File: src/hw/rtl/vac_pkg.sv
package vac_pkg;

  // fixed alphabet and store geometry
  localparam int KEY_MAX    = 64;
  localparam int ALPHA_SIZE = 55;
  localparam int IDX_W      = 6;
  localparam int CHAR_W     = 8;
  localparam int PTR_W      = (KEY_MAX > 1) ? $clog2(KEY_MAX) : 1;
  localparam int KEY_LEN_W  = 7;
  localparam int LEN_W      = (KEY_LEN_W > $clog2(KEY_MAX + 1)) ? KEY_LEN_W
                                                                 : $clog2(KEY_MAX + 1);

  // configuration port
  localparam int CFG_IDX_W  = 2;
  localparam int CFG_DATA_W = KEY_LEN_W;

  typedef enum logic [CFG_IDX_W-1:0] {
    CFG_DIRECTION  = 2'd0,
    CFG_KEY_MODE   = 2'd1,
    CFG_KEY_LENGTH = 2'd2
  } cfg_reg_t;

  localparam logic FUNC_KEY = 1'b0;
  localparam logic FUNC_MSG = 1'b1;
  localparam logic DIR_ENC  = 1'b0;
  localparam logic MODE_AUTOKEY = 1'b1;

  // request from the control stage to the memories and the compute stage
  typedef struct packed {
    logic             key_we;
    logic [PTR_W-1:0] key_waddr;
    logic [IDX_W-1:0] key_wdata;
    logic             rd_en;
    logic [PTR_W-1:0] rd_addr;
    logic             use_hist;
  } vac_req_t;

  // character code to {found, alphabet index}
  function automatic logic [IDX_W:0] alpha_index(input logic [CHAR_W-1:0] code);
    logic [IDX_W:0] r;
    r = '0;
    if (code >= 8'h61 && code <= 8'h7a) begin
      r = {1'b1, IDX_W'(code - 8'h61)};
    end else if (code >= 8'h41 && code <= 8'h5a) begin
      r = {1'b1, IDX_W'(code - 8'h41 + 8'd27)};
    end else if (code == 8'h20) begin
      r = {1'b1, IDX_W'(26)};
    end else if (code == 8'h2c) begin
      r = {1'b1, IDX_W'(53)};
    end else if (code == 8'h2e) begin
      r = {1'b1, IDX_W'(54)};
    end
    return r;
  endfunction

  // alphabet index to character code
  function automatic logic [CHAR_W-1:0] alpha_char(input logic [IDX_W-1:0] idx);
    logic [CHAR_W-1:0] c;
    c = '0;
    if (idx < IDX_W'(26)) begin
      c = CHAR_W'(idx) + 8'h61;
    end else if (idx == IDX_W'(26)) begin
      c = 8'h20;
    end else if (idx < IDX_W'(53)) begin
      c = CHAR_W'(idx) + 8'd38;
    end else if (idx == IDX_W'(53)) begin
      c = 8'h2c;
    end else if (idx == IDX_W'(54)) begin
      c = 8'h2e;
    end
    return c;
  endfunction

  function automatic logic [PTR_W-1:0] ptr_inc(input logic [PTR_W-1:0] p);
    logic [PTR_W-1:0] n;
    if (p == PTR_W'(KEY_MAX - 1)) begin
      n = '0;
    end else begin
      n = p + 1'b1;
    end
    return n;
  endfunction

endpackage

File: src/hw/rtl/vac_if.sv
interface vac_in_if;
  logic                       valid;
  logic                       ready;
  logic                       func;
  logic [vac_pkg::CHAR_W-1:0] char_in;
  logic                       first;

  modport source (output valid, func, char_in, first, input ready);
  modport sink   (input valid, func, char_in, first, output ready);
endinterface

interface vac_out_if;
  logic                       valid;
  logic                       ready;
  logic [vac_pkg::CHAR_W-1:0] char_out;
  logic                       status;

  modport source (output valid, char_out, status, input ready);
  modport sink   (input valid, char_out, status, output ready);
endinterface

File: src/hw/rtl/vac_ram.sv
module vac_ram #(
  parameter int WIDTH = 8,
  parameter int DEPTH = 64
) (
  input  logic                                      clk,
  input  logic                                      we,
  input  logic [((DEPTH > 1) ? $clog2(DEPTH) : 1)-1:0] waddr,
  input  logic [WIDTH-1:0]                          wdata,
  input  logic                                      re,
  input  logic [((DEPTH > 1) ? $clog2(DEPTH) : 1)-1:0] raddr,
  output logic [WIDTH-1:0]                          rdata_r
);

  logic [WIDTH-1:0] mem [DEPTH];

  always_ff @(posedge clk) begin
    if (we) begin
      mem[waddr] <= wdata;
    end
    if (re) begin
      rdata_r <= mem[raddr];
    end
  end

endmodule

File: src/hw/rtl/vac_ctrl.sv
module vac_ctrl (
  input  logic                           clk,
  input  logic                           rst_n,
  input  logic                           cfg_we,
  input  logic [vac_pkg::CFG_IDX_W-1:0]  cfg_index,
  input  logic [vac_pkg::CFG_DATA_W-1:0] cfg_data,
  input  logic                           accept,
  input  logic                           func,
  input  logic                           first,
  input  logic                           found,
  input  logic [vac_pkg::IDX_W-1:0]      idx,
  output vac_pkg::vac_req_t              req,
  output logic [vac_pkg::PTR_W-1:0]      key_ptr,
  output logic                           direction
);

  logic                           dir_r;
  logic                           mode_r;
  logic [vac_pkg::KEY_LEN_W-1:0]  klen_r;
  logic [vac_pkg::PTR_W-1:0]      klp_r, klp_nxt;
  logic [vac_pkg::PTR_W-1:0]      slot_r, slot_nxt;
  logic                           pfp_r, pfp_nxt;

  logic [vac_pkg::LEN_W-1:0]      klen_ext, len;
  logic [vac_pkg::PTR_W-1:0]      kp, slot0, slot;
  logic [vac_pkg::LEN_W-1:0]      slot_inc;
  logic                           pfp0, pfp1, wrap0, wrap1;

  // effective key length, clamped to 1..KEY_MAX
  always_comb begin
    klen_ext = vac_pkg::LEN_W'(klen_r);
    if (klen_ext == '0) begin
      len = vac_pkg::LEN_W'(1);
    end else if (klen_ext > vac_pkg::LEN_W'(vac_pkg::KEY_MAX)) begin
      len = vac_pkg::LEN_W'(vac_pkg::KEY_MAX);
    end else begin
      len = klen_ext;
    end
  end

  always_comb begin
    kp      = first ? '0 : klp_r;
    klp_nxt = vac_pkg::ptr_inc(kp);

    slot0    = first ? '0 : slot_r;
    pfp0     = first ? 1'b0 : pfp_r;
    wrap0    = vac_pkg::LEN_W'(slot0) >= len;
    slot     = wrap0 ? '0 : slot0;
    pfp1     = pfp0 | wrap0;
    slot_inc = vac_pkg::LEN_W'(slot) + 1'b1;
    wrap1    = slot_inc >= len;
    slot_nxt = wrap1 ? '0 : slot_inc[vac_pkg::PTR_W-1:0];
    pfp_nxt  = pfp1 | wrap1;
  end

  always_comb begin
    req.key_we    = accept && (func == vac_pkg::FUNC_KEY);
    req.key_waddr = kp;
    req.key_wdata = found ? idx : '0;
    req.rd_en     = accept && (func == vac_pkg::FUNC_MSG);
    req.rd_addr   = slot;
    req.use_hist  = (mode_r == vac_pkg::MODE_AUTOKEY) && pfp1;
  end

  assign key_ptr   = klp_r;
  assign direction = dir_r;

  always_ff @(posedge clk) begin
    if (!rst_n) begin
      dir_r  <= 1'b0;
      mode_r <= 1'b0;
      klen_r <= vac_pkg::KEY_LEN_W'(1);
      klp_r  <= '0;
      slot_r <= '0;
      pfp_r  <= 1'b0;
    end else begin
      if (cfg_we) begin
        case (cfg_index)
          vac_pkg::CFG_DIRECTION:  dir_r  <= cfg_data[0];
          vac_pkg::CFG_KEY_MODE:   mode_r <= cfg_data[0];
          vac_pkg::CFG_KEY_LENGTH: klen_r <= cfg_data;
          default: ;
        endcase
      end
      if (req.key_we) begin
        klp_r <= klp_nxt;
      end
      if (req.rd_en) begin
        slot_r <= slot_nxt;
        pfp_r  <= pfp_nxt;
      end
    end
  end

endmodule

File: src/hw/rtl/vac_alu.sv
module vac_alu (
  input  logic                        msg,
  input  logic                        direction,
  input  logic [vac_pkg::CHAR_W-1:0]  char_in,
  input  logic                        found,
  input  logic [vac_pkg::IDX_W-1:0]   idx,
  input  logic [vac_pkg::IDX_W-1:0]   key_raw,
  output logic [vac_pkg::CHAR_W-1:0]  char_out,
  output logic                        status,
  output logic [vac_pkg::IDX_W-1:0]   plain
);

  logic [vac_pkg::IDX_W-1:0] key, res;
  logic [vac_pkg::IDX_W:0]   sum, diff;

  always_comb begin
    key = (key_raw >= vac_pkg::IDX_W'(vac_pkg::ALPHA_SIZE))
          ? key_raw - vac_pkg::IDX_W'(vac_pkg::ALPHA_SIZE) : key_raw;
    if (direction == vac_pkg::DIR_ENC) begin
      sum = {1'b0, idx} + {1'b0, key};
    end else begin
      sum = {1'b0, idx} + (vac_pkg::IDX_W+1)'(vac_pkg::ALPHA_SIZE) - {1'b0, key};
    end
    diff = (sum >= (vac_pkg::IDX_W+1)'(vac_pkg::ALPHA_SIZE))
           ? sum - (vac_pkg::IDX_W+1)'(vac_pkg::ALPHA_SIZE) : sum;
    res  = diff[vac_pkg::IDX_W-1:0];

    status = !found;
    if (!found) begin
      plain = '0;
    end else if (direction == vac_pkg::DIR_ENC) begin
      plain = idx;
    end else begin
      plain = res;
    end
    char_out = (msg && found) ? vac_pkg::alpha_char(res) : char_in;
  end

endmodule

File: src/hw/rtl/vigenere_autokey_stream_cipher.sv
// channel   dir  transaction payload            notes
// in_if     in   func, char_in[7:0], first      key load (func 0) or message char
// out_if    out  char_out[7:0], status          one per input, in order
// cfg_*     in   cfg_index[1:0], cfg_data[6:0]  direction, key_mode, key_length
//
// one character per cycle sustained unless out_if stalls; an accepted input
// goes through the compute stage to the output register (stores read in the
// accept cycle, compute and write back as the compute stage moves on). reset
// is synchronous active low and clears control only, not the key and history
// stores. a stall on out_if holds the compute stage and output register; input
// is still taken while the output register waits, if the compute stage is empty.
module vigenere_autokey_stream_cipher (
  input  logic                           clk,
  input  logic                           rst_n,
  vac_in_if.sink                         in_if,
  vac_out_if.source                      out_if,
  input  logic                           cfg_we,
  input  logic [vac_pkg::CFG_IDX_W-1:0]  cfg_index,
  input  logic [vac_pkg::CFG_DATA_W-1:0] cfg_data
);

  // input side
  logic                        in_accept;
  logic [vac_pkg::IDX_W:0]     lookup;
  logic                        in_found;
  logic [vac_pkg::IDX_W-1:0]   in_idx;
  vac_pkg::vac_req_t           req;
  logic [vac_pkg::PTR_W-1:0]   key_ptr;
  logic                        direction;

  // memory read data, valid in the cycle after the accept
  logic [vac_pkg::IDX_W-1:0]   key_rd_r;
  logic [vac_pkg::IDX_W-1:0]   hist_rd_r;

  // compute stage
  logic                        s1_valid_r;
  logic                        s1_msg_r;
  logic [vac_pkg::CHAR_W-1:0]  s1_char_r;
  logic                        s1_found_r;
  logic [vac_pkg::IDX_W-1:0]   s1_idx_r;
  logic [vac_pkg::PTR_W-1:0]   s1_slot_r;
  logic                        s1_hist_r;
  logic                        s1_fwd_r;
  logic [vac_pkg::IDX_W-1:0]   s1_fwd_data_r;
  logic                        s1_advance;
  logic                        fwd_hit;
  logic [vac_pkg::IDX_W-1:0]   key_raw;
  logic [vac_pkg::CHAR_W-1:0]  res_char;
  logic                        res_status;
  logic [vac_pkg::IDX_W-1:0]   res_plain;
  logic                        hist_we;

  // output register
  logic                        out_valid_r;
  logic [vac_pkg::CHAR_W-1:0]  out_char_r;
  logic                        out_status_r;

  assign lookup   = vac_pkg::alpha_index(in_if.char_in);
  assign in_found = lookup[vac_pkg::IDX_W];
  assign in_idx   = lookup[vac_pkg::IDX_W-1:0];

  // compute stage moves when the output register is free or being drained
  assign s1_advance  = s1_valid_r && (!out_valid_r || out_if.ready);
  assign in_if.ready = !s1_valid_r || s1_advance;
  assign in_accept   = in_if.valid && in_if.ready;

  vac_ctrl u_ctrl (
    .clk       (clk),
    .rst_n     (rst_n),
    .cfg_we    (cfg_we),
    .cfg_index (cfg_index),
    .cfg_data  (cfg_data),
    .accept    (in_accept),
    .func      (in_if.func),
    .first     (in_if.first),
    .found     (in_found),
    .idx       (in_idx),
    .req       (req),
    .key_ptr   (key_ptr),
    .direction (direction)
  );

  // key store: written straight from the accepted key load
  vac_ram #(
    .WIDTH (vac_pkg::IDX_W),
    .DEPTH (vac_pkg::KEY_MAX)
  ) u_key_ram (
    .clk     (clk),
    .we      (req.key_we),
    .waddr   (req.key_waddr),
    .wdata   (req.key_wdata),
    .re      (req.rd_en),
    .raddr   (req.rd_addr),
    .rdata_r (key_rd_r)
  );

  // plaintext history: read at accept, written back from the compute stage
  assign hist_we = s1_advance && s1_msg_r;

  vac_ram #(
    .WIDTH (vac_pkg::IDX_W),
    .DEPTH (vac_pkg::KEY_MAX)
  ) u_hist_ram (
    .clk     (clk),
    .we      (hist_we),
    .waddr   (s1_slot_r),
    .wdata   (res_plain),
    .re      (req.rd_en),
    .raddr   (req.rd_addr),
    .rdata_r (hist_rd_r)
  );

  // same slot read while the previous message writes it back (key length 1,
  // or a message restart on slot 0): the ram returns old data, so forward
  assign fwd_hit = hist_we && req.rd_en && (s1_slot_r == req.rd_addr);

  always_comb begin
    if (!s1_hist_r) begin
      key_raw = key_rd_r;
    end else if (s1_fwd_r) begin
      key_raw = s1_fwd_data_r;
    end else begin
      key_raw = hist_rd_r;
    end
  end

  vac_alu u_alu (
    .msg       (s1_msg_r),
    .direction (direction),
    .char_in   (s1_char_r),
    .found     (s1_found_r),
    .idx       (s1_idx_r),
    .key_raw   (key_raw),
    .char_out  (res_char),
    .status    (res_status),
    .plain     (res_plain)
  );

  // control of the compute stage and output register
  always_ff @(posedge clk) begin
    if (!rst_n) begin
      s1_valid_r  <= 1'b0;
      out_valid_r <= 1'b0;
    end else begin
      if (in_accept) begin
        s1_valid_r <= 1'b1;
      end else if (s1_advance) begin
        s1_valid_r <= 1'b0;
      end
      if (s1_advance) begin
        out_valid_r <= 1'b1;
      end else if (out_if.ready) begin
        out_valid_r <= 1'b0;
      end
    end
  end

  // payload, no reset
  always_ff @(posedge clk) begin
    if (in_accept) begin
      s1_msg_r      <= (in_if.func == vac_pkg::FUNC_MSG);
      s1_char_r     <= in_if.char_in;
      s1_found_r    <= in_found;
      s1_idx_r      <= in_idx;
      s1_slot_r     <= req.rd_addr;
      s1_hist_r     <= req.use_hist;
      s1_fwd_r      <= fwd_hit;
      s1_fwd_data_r <= res_plain;
    end
    if (s1_advance) begin
      out_char_r   <= res_char;
      out_status_r <= res_status;
    end
  end

  assign out_if.valid    = out_valid_r;
  assign out_if.char_out = out_char_r;
  assign out_if.status   = out_status_r;

  // a forward flag in a live compute stage only ever belongs to a message
  assert property (@(posedge clk) disable iff (!rst_n)
    s1_fwd_r && s1_valid_r |-> s1_msg_r)
    else $error("forward flag on a non-message transaction");

  // key load pointer steps by one per key load that does not restart
  assert property (@(posedge clk) disable iff (!rst_n)
    in_accept && (in_if.func == vac_pkg::FUNC_KEY) && !in_if.first
    |=> key_ptr == vac_pkg::ptr_inc($past(key_ptr)))
    else $error("key load pointer did not advance");

  // every compute stage move lands in the output register
  assert property (@(posedge clk) disable iff (!rst_n)
    s1_advance |=> out_valid_r)
    else $error("result lost between compute stage and output register");

  // history is written back exactly for message transactions leaving the stage
  assert property (@(posedge clk) disable iff (!rst_n)
    hist_we |-> s1_valid_r && s1_msg_r)
    else $error("history write without a message in flight");

endmodule

File: src/flat_wrapper.sv
// flat-port wrapper written by rule: the top's interface ports become plain ports
module vigenere_autokey_stream_cipher_flat 
  (clk, rst_n, cfg_we, cfg_index, cfg_data, in_if_valid, in_if_func, in_if_char_in, in_if_first, in_if_ready, out_if_valid, out_if_char_out, out_if_status, out_if_ready);
  vac_in_if in_if_i ();
  vac_out_if out_if_i ();
  input  logic clk;
  input  logic rst_n;
  input  logic cfg_we;
  input  logic [vac_pkg::CFG_IDX_W-1:0] cfg_index;
  input  logic [vac_pkg::CFG_DATA_W-1:0] cfg_data;
  input wire logic [$bits(in_if_i.valid)-1:0] in_if_valid;
  input wire logic [$bits(in_if_i.func)-1:0] in_if_func;
  input wire logic [$bits(in_if_i.char_in)-1:0] in_if_char_in;
  input wire logic [$bits(in_if_i.first)-1:0] in_if_first;
  output wire logic [$bits(in_if_i.ready)-1:0] in_if_ready;
  output wire logic [$bits(out_if_i.valid)-1:0] out_if_valid;
  output wire logic [$bits(out_if_i.char_out)-1:0] out_if_char_out;
  output wire logic [$bits(out_if_i.status)-1:0] out_if_status;
  input wire logic [$bits(out_if_i.ready)-1:0] out_if_ready;
  assign in_if_i.valid = in_if_valid;
  assign in_if_i.func = in_if_func;
  assign in_if_i.char_in = in_if_char_in;
  assign in_if_i.first = in_if_first;
  assign in_if_ready = in_if_i.ready;
  assign out_if_valid = out_if_i.valid;
  assign out_if_char_out = out_if_i.char_out;
  assign out_if_status = out_if_i.status;
  assign out_if_i.ready = out_if_ready;
  vigenere_autokey_stream_cipher u_core (.clk(clk), .rst_n(rst_n), .in_if(in_if_i), .out_if(out_if_i), .cfg_we(cfg_we), .cfg_index(cfg_index), .cfg_data(cfg_data));
endmodule
File: config.mk
export PLATFORM = sky130hd
export DESIGN_NAME = vigenere_autokey_stream_cipher_flat
export DESIGN_NICKNAME = d
export VERILOG_FILES = /design/src/hw/rtl/vac_pkg.sv /design/src/hw/rtl/vac_if.sv /design/src/hw/rtl/vac_ram.sv /design/src/hw/rtl/vac_ctrl.sv /design/src/hw/rtl/vac_alu.sv /design/src/hw/rtl/vigenere_autokey_stream_cipher.sv /design/src/flat_wrapper.sv
export SDC_FILE = /design/constraint.sdc
export NUM_CORES = 1
export LEC_CHECK = 0
export BUFFER_PORTS_ARGS = -buffer_cell sky130_fd_sc_hd__buf_2
export CAP_MARGIN = 20
export CORE_AREA = 2 2 237 239
export CTS_BUF_LIST = sky130_fd_sc_hd__clkbuf_4
export DETAILED_ROUTE_END_ITERATION = 7
export DIE_AREA = 0 0 239 241
export PLACE_DENSITY = 0.82
export SLEW_MARGIN = 10
export SYNTH_ARGS = -nofsm -noshare
export SYNTH_HDL_FRONTEND = slang
export SYNTH_HIERARCHICAL = 1
export SYNTH_SLANG_ARGS = --single-unit
File: constraint.sdc
create_clock -name clk -period 9.1 [get_ports clk]
set_input_delay 2.73 -clock clk [delete_from_list [all_inputs] [get_ports clk]]
set_output_delay 2.73 -clock clk [all_outputs]
set_load 0.01 [all_outputs]
Word-level counts from Yosys, hierarchy flattened --
Memory sizes are Yosys's and may differ from the RTL's. A register that Yosys moved wholly into a read port is not among the register bits. Cells that the tools add are included.
Operators by class: $add $sub $neg 12, $lt $le $gt $ge 11, equality and inequality tests 10, mux-type cells 35, bitwise logic cells 3, reductions and logical operators 23
Operator list (count):
- $mux 6 | 14
- $mux 7 | 10
- $eq 8x6->1 const B | 3
- $eq 6x6->1 const B | 3
- $sub 6x6->6 const B | 3
- $ge 8x7->1 const B | 2
- $le 8x7->1 const B | 2
- $mux 8 | 2
- $add 6x6->7 const B | 2
- $logic_and 1x1->1 | 11
- $mux 1 | 9
- $add 6x7->8 const B | 1
- $add 6x1->7 const B | 1
- $add 6x6->7 | 1
- $ge 6x7->1 | 1
- $ge 7x6->1 const B | 1
- $ge 7x7->1 | 1
- $gt 7x7->1 const B | 1
- $logic_not 7->1 | 1
- $sub 7x6->7 | 1
- $add 6x1->6 const B | 1
- $add 6x5->6 const B | 1
- $eq 6x5->1 const B | 1
- $eq 6x6->1 | 1
- other kinds (13) | 20
Storage, ports and cells: bits in registers 63, memory bits (writable) 768, output and inout bits 11, logic and storage cells 114, memories 2
Memory list:
- u_core.u_hist_ram.mem | depth 64, bits a word 6, read ports 1, clocked after Yosys merged registers in 1, write ports 1, line vac_ram.sv:14 | logic [WIDTH-1:0] mem [DEPTH];
- u_core.u_key_ram.mem | depth 64, bits a word 6, read ports 1, clocked after Yosys merged registers in 1, write ports 1, line vac_ram.sv:14

Longest topological paths before layout --
word-level depth 15, mapped depth 24

Modules after synthesis --
The synthesis kept the hierarchy.
Modules (own cells, without submodules):
- vac_ram | instances 2, cells each 720, area each 15285.9 um^2
- vigenere_autokey_stream_cipher | instances 1, cells each 142, area each 1980.6 um^2
- vac_alu | instances 1, cells each 230, area each 1656.6 um^2
- vac_ctrl | instances 1, cells each 197, area each 1634.1 um^2

Least setup slack after synthesis --
No wires, ideal clock.
path kind flip-flop to flip-flop, from reg u_core.s1_fwd_r, to reg u_core/s1_fwd_data_r[2] (netlist name), data pin, arrival 7.265 ns, slack 1.060 ns, cell stages (with the launch flop) 20, buffers on the path 2, period minus slack after synthesis 8.040 ns, cell sequence edfxtp_1 -> clkbuf_1 -> mux2i_1 -> a21oi_1 -> ha_1 -> a21oi_1 -> nor2_1 -> mux2_2 -> ha_1 -> inv_1 -> ha_1 -> fa_1 -> xnor2_1 -> a211oi_2 -> o2bb2ai_2 -> nor2_1 -> o31ai_4 -> buf_2 -> nand3_1 -> a311oi_1
Between the ends: longest elaborated chain between the ends 10, elaborated cells on any way between the ends 13, classes of those cells add/sub: 4; order compare: 2; mux: 7
Ends and longest elaborated chain:
- start: declaration | line vigenere_autokey_stream_cipher.sv:43 | logic s1_fwd_r;
- start signal: assignment | line vigenere_autokey_stream_cipher.sv:167 | s1_fwd_r <= fwd_hit;
- $mux 6 (*) | line vigenere_autokey_stream_cipher.sv:120 | end else if (s1_fwd_r) begin
- $mux 6 (*) | line vigenere_autokey_stream_cipher.sv:118 | if (!s1_hist_r) begin
- named net u_core.key_raw (one bit) | line vigenere_autokey_stream_cipher.sv:47 | logic [vac_pkg::IDX_W-1:0] key_raw;
- $sub 6x6->6 / $ge 6x6->1 (equally long branches) | line vac_alu.sv:18, vac_alu.sv:17
- $mux 6 (*) | line vac_alu.sv:18 | ? key_raw - vac_pkg::IDX_W'(vac_pkg::ALPHA_SIZE) : key_raw;
- $sub 7x6->7 / $add 6x6->7 (equally long branches) | line vac_alu.sv:22, vac_alu.sv:20
- $mux 7 (*) | line vac_alu.sv:19 | if (direction == vac_pkg::DIR_ENC) begin
- $sub 6x6->6 / $ge 7x6->1 (equally long branches) | line vac_alu.sv:25, vac_alu.sv:24
- $mux 6 (*) | line vac_alu.sv:25 | ? sum - (vac_pkg::IDX_W+1)'(vac_pkg::ALPHA_SIZE) : sum;
- $mux 6 (*) | line vac_alu.sv:31 | end else if (direction == vac_pkg::DIR_ENC) begin
- $mux 6 (*) | line vac_alu.sv:29 | if (!found) begin
- named net u_core.res_plain (one bit) | line vigenere_autokey_stream_cipher.sv:50 | logic [vac_pkg::IDX_W-1:0] res_plain;
- end signal: assignment | line vigenere_autokey_stream_cipher.sv:168 | s1_fwd_data_r <= res_plain;
- end: declaration | line vigenere_autokey_stream_cipher.sv:44 | logic [vac_pkg::IDX_W-1:0] s1_fwd_data_r;
Mark *: on every way through the listed nets, which the timed path passes. The rest lies on a longest branch. A chain may end at the register's enable or synchronous reset.

Worst setup path after layout --
from reg u_core.s1_fwd_r, to mem u_core/u_hist_ram/mem[3][0] (netlist name), data pin
Between the ends: longest elaborated chain between the ends 10, elaborated cells on any way between the ends 13, classes of those cells add/sub: 4; order compare: 2; mux: 7
Ends and longest elaborated chain (line):
- $mux 6 (*) | vigenere_autokey_stream_cipher.sv:120
- $mux 6 (*) | vigenere_autokey_stream_cipher.sv:118
- named net u_core.key_raw (one bit) | vigenere_autokey_stream_cipher.sv:47
- $sub 6x6->6 / $ge 6x6->1 (equally long branches) | vac_alu.sv:18, vac_alu.sv:17
- $mux 6 (*) | vac_alu.sv:18
- $sub 7x6->7 / $add 6x6->7 (equally long branches) | vac_alu.sv:22, vac_alu.sv:20
- $mux 7 (*) | vac_alu.sv:19
- $sub 6x6->6 / $ge 7x6->1 (equally long branches) | vac_alu.sv:25, vac_alu.sv:24
- $mux 6 (*) | vac_alu.sv:25
- $mux 6 (*) | vac_alu.sv:31
- $mux 6 (*) | vac_alu.sv:29
- named net u_core.res_plain (one bit) | vigenere_autokey_stream_cipher.sv:50
- end: declaration | vac_ram.sv:14
Marks and branches as above.

==> impl_metrics.env <==
export IMPL_cts_inserted_buffers=198
export IMPL_drtIter0Drc=2244
export IMPL_vdd_ir_drop_max_mv=0.160
export IMPL_r2r_end="u_core/u_hist_ram/mem[3][0]"
export IMPL_grt_max_degree=90
export IMPL_dieArea_mm2=0.0576
export IMPL_max_freq_mhz=155
export IMPL_cts_tree="yes"
export IMPL_cts_hold_buf=0
export IMPL_initial_core_util_pct=65.3
export IMPL_worstRegToRegCells=19
export IMPL_drc=0
export IMPL_finClkSkew_ns=0.0810
export IMPL_post_route_period_util_pct=70.7
export IMPL_final_max_slew_viol_count=0
export IMPL_synth_top_family_by_area="multiplexers"
export IMPL_finalHoldViolations=0
export IMPL_routedWlPerCell_um=25.3
export IMPL_gp_congestion=0.879
export IMPL_tns_ns=0
export IMPL_p_int_uw=5990
export IMPL_fp_dieW_um=239
export IMPL_drv_cap=0
export IMPL_pwr_share_seq_pct=55.1
export IMPL_cts_num_sinks=843
export IMPL_cp_end_kind="flop"
export IMPL_p_comb_share_pct=7.1
export IMPL_synth_edf_count=819
export IMPL_setup_viol=0
export IMPL_clockPowerShare_pct=37.8
export IMPL_p_leak_uw=0.0121
export IMPL_core_area_mm2=0.0549
export IMPL_wl_mm=76.3
export IMPL_synth_fp_nets=2077
export IMPL_rsz0062_at_grt="no"
export IMPL_switchingPower_uw=1790
export IMPL_grt_pass1_vias=20257
export IMPL_worstPathMaxFanout=65
export IMPL_crit_chain="mux2i_1 > a21oi_1 > ha_1 > a21oi_1 > nor2_1 > mux2_2 > ha_1 > inv_1 > ha_1 > fa_1 > xnor2_1 > a211oi_2 > o2bb2ai_2 > nor2_1 > o31ai_4 > xnor2_1 > nand2_1 > a21oi_4 > buf_4"
export IMPL_die_h_um=241
export IMPL_ant_nets=0
export IMPL_rrSetupSlack_ns=2.67
export IMPL_cp_endpoint="u_core/u_hist_ram/mem[3][0]"
export IMPL_netlist_area_mm2=0.0358
export IMPL_critPathRequiredTime_ns=9.76
export IMPL_track_usage_pct=27.5
export IMPL_grt_pass1_wl_mm=117
export IMPL_worstMarginPinSlew_ns=1.11
export IMPL_setup_worst_path_start="u_core/s1_fwd_r"
export IMPL_synth_simple_area_share_pct=6.62
export IMPL_rows=86
export IMPL_synth_area_per_cell_um2=17.8
export IMPL_yosysWarningCount=6
export IMPL_drive_above_1_share_pct=26.8
export IMPL_hold_ws_ns=0.479
export IMPL_antenna_found_initial=3
export IMPL_overflow=0
export IMPL_post_cts_buffers=0
export IMPL_drtPass1Iterations=5
export IMPL_r2r_start="u_core/s1_fwd_r"
export IMPL_critPathSlowestCell="o31ai_4"
export IMPL_yosysUniqueCellTypes=97
export IMPL_post_place_cells=2676
export IMPL_synth_cells=2009
export IMPL_critPathMaxStageDelay_ns=0.74
export IMPL_status="finished, final reports clean"
export IMPL_synthArstFlopShare_pct=0
export IMPL_clk_pin_slew_worst_paths_ns=0.07
export IMPL_period_needed_ns=6.43
export IMPL_io_pins=35
export IMPL_synth_flop_cell="edfxtp_1"
export IMPL_synth_xor_area_share_pct=0.681
export IMPL_slew_headroom_pct=25.5
export IMPL_clock_latency_ns=1.03
export IMPL_worst_path_most_repeated_cell="ha_1"
export IMPL_arrival_ns=7.09
export IMPL_dp_slack_ns=1.73
export IMPL_drt_vias_per_instance=6.61
export IMPL_synth_adder_area_share_pct=1.58
export IMPL_htree_levels=4
export IMPL_switching_share_pct=23.0
export IMPL_dp_hpwl_mm=46.0
export IMPL_seq_area_frac_synth_pct=70.0
export IMPL_ys_ff_latch=843
export IMPL_finalNonFillerCells=3012
export IMPL_root_buffer="clkbuf_4"
export IMPL_vias=19897
export IMPL_clock_path_buffers=3
export IMPL_hold_class="flop to flop"
export IMPL_area_delta_synth_final_pct=9.12
export IMPL_ctsResizeCount=0
export IMPL_muxShareOfSynthArea_pct=14.0
export IMPL_start_kind="flop"
export IMPL_fin_nets=2241
export IMPL_synth_compound_area_share_pct=5.16
export IMPL_crit_type="flop to flop"
export IMPL_finalWorstSetupSlack_ns=2.67
export IMPL_power_density_mw_per_mm2=199
export IMPL_io_buffers=34
export IMPL_placed_cell_area_mm2=0.0367
export IMPL_final_area_mm2=0.0391
-- critical path: cells and delay by family (launching register included) --
family / cells / cell delay, ns
AO/OA/AOI/OAI: 6 / 1.97
adder cells (fa/ha/maj): 4 / 1.24
multiplexers: 2 / 0.60
buffers and inverters: 2 / 0.59
AND/OR/NAND/NOR: 3 / 0.57
flip-flops: 1 / 0.54
XOR/XNOR: 2 / 0.50
-- per-stage QoR --
stage	utilization [%]	power, uW
floorplan	-	4770
global placement	66.8	4890
detailed placement	66.8	4910
CTS	71.2	7840
global route	71.3	8100
finish	71.3	7780
-- registers in the layout (all words and copies together) (netlist names) --
register,cells
u_core/u_hist_ram/mem,384
u_core/u_key_ram/mem,384
u_core/out_if.char_out,8
u_core/s1_char_r,8
u_core/u_ctrl/klen_ext,7
u_core/s1_fwd_data_r,6
u_core/s1_idx_r,6
u_core/s1_slot_r,6
u_core/u_ctrl/key_ptr,6
u_core/u_ctrl/slot_r,6
u_core/u_hist_ram/rdata_r,6
u_core/u_key_ram/rdata_r,6
u_core/out_if.status,1
u_core/out_if.valid,1
u_core/s1_found_r,1
u_core/s1_fwd_r,1
u_core/s1_hist_r,1
u_core/s1_msg_r,1
u_core/s1_valid_r,1
u_core/u_ctrl/direction,1
u_core/u_ctrl/mode_r,1
u_core/u_ctrl/pfp_r,1
-- cell usage after synthesis, types with 21 or more instances --
cell / count / area share (%)
mux4_2: 174 / 11
dfxtp_1: 24 / 1.3
mux2_2: 22 / 0.69
nor2_1: 170 / 1.8
buf_2: 29 / 0.40
nand2b_1: 21 / 0.37
ha_1: 42 / 1.5
nand2_1: 67 / 0.70
nor2b_1: 42 / 0.73
clkbuf_1: 42 / 0.44
edfxtp_1: 819 / 69
o22ai_1: 26 / 0.45
nand3_1: 46 / 0.64
nor3_1: 22 / 0.31
a21oi_1: 38 / 0.53
mux2i_1: 52 / 1.5
inv_1: 30 / 0.31
-- final cells by class --
type / count / area (um2)
repair buffers: 61 / 445
clock buffers: 278 / 2090
well taps: 704 / 881
diodes: 3 / 7.51
flip-flops and latches: 843 / 25100
clock inverters: 54 / 350
fillers: 3237 / 15800
multi-input cells: 1038 / 10200
inverters: 31 / 116
-- worst min path at each step --
stage	start	endpoint	slack [ns]	depth (start not counted)
after floorplan	u_core/u_ctrl/klen_ext[0]	u_core/u_ctrl/klen_ext[0]	0.45	2
after global placement	u_core/u_ctrl/key_ptr[1]	u_core/u_ctrl/key_ptr[1]	0.46	2
after detailed placement	u_core/u_ctrl/klen_ext[0]	u_core/u_ctrl/klen_ext[0]	0.47	2
after CTS	u_core/u_ctrl/klen_ext[0]	u_core/u_ctrl/klen_ext[0]	0.48	2
after global routing	u_core/u_ctrl/klen_ext[0]	u_core/u_ctrl/klen_ext[0]	0.49	2
final	u_core/u_ctrl/klen_ext[0]	u_core/u_ctrl/klen_ext[0]	0.48	2
-- cell families after synthesis --
| group | after synthesis |
|---|---|
| simple gates | 465 |
| xor+xnor | 27 |
| fa+ha+maj | 44 |
| flops | 843 |
| compound gates | 241 |
| mux | 261 |
| buf+inv | 128 |
-- placed cells by master, fill, tap and decap left out, types with 30 or more instances in the layout --
cell type and instances:
edfxtp_1 819, clkbuf_4 278, buf_2 34, nor2_1 168, nand3_1 46, mux4_2 174, nor2b_1 42, inv_1 30
a21oi_1 37, nand2_1 67, mux2i_1 52, clkinv_1 35, ha_1 42
-- metal layers --
layer / share of wire (%) / vias up / wire length [um] / track usage (%)
met5: 0 / - / 0 / 0
met3: 8.7 / 187 / 6610 / 6.36
met4: 3.3 / 0 / 2500 / 11.6
li1: - / 8588 / - / -
met2: 50 / 1131 / 38300 / 44.8
met1: 38 / 9991 / 28900 / 36.2
-- power by group through the flow --
stage	sequential, uW	clock, uW	combinational [uW]
finish	4290	2940	550
global route	4290	3210	596
CTS	4290	3010	542
detailed placement	4370	0	539
floorplan	4370	0	402
global placement	4370	0	522
Note: power is estimated with default switching activity, not from simulation.
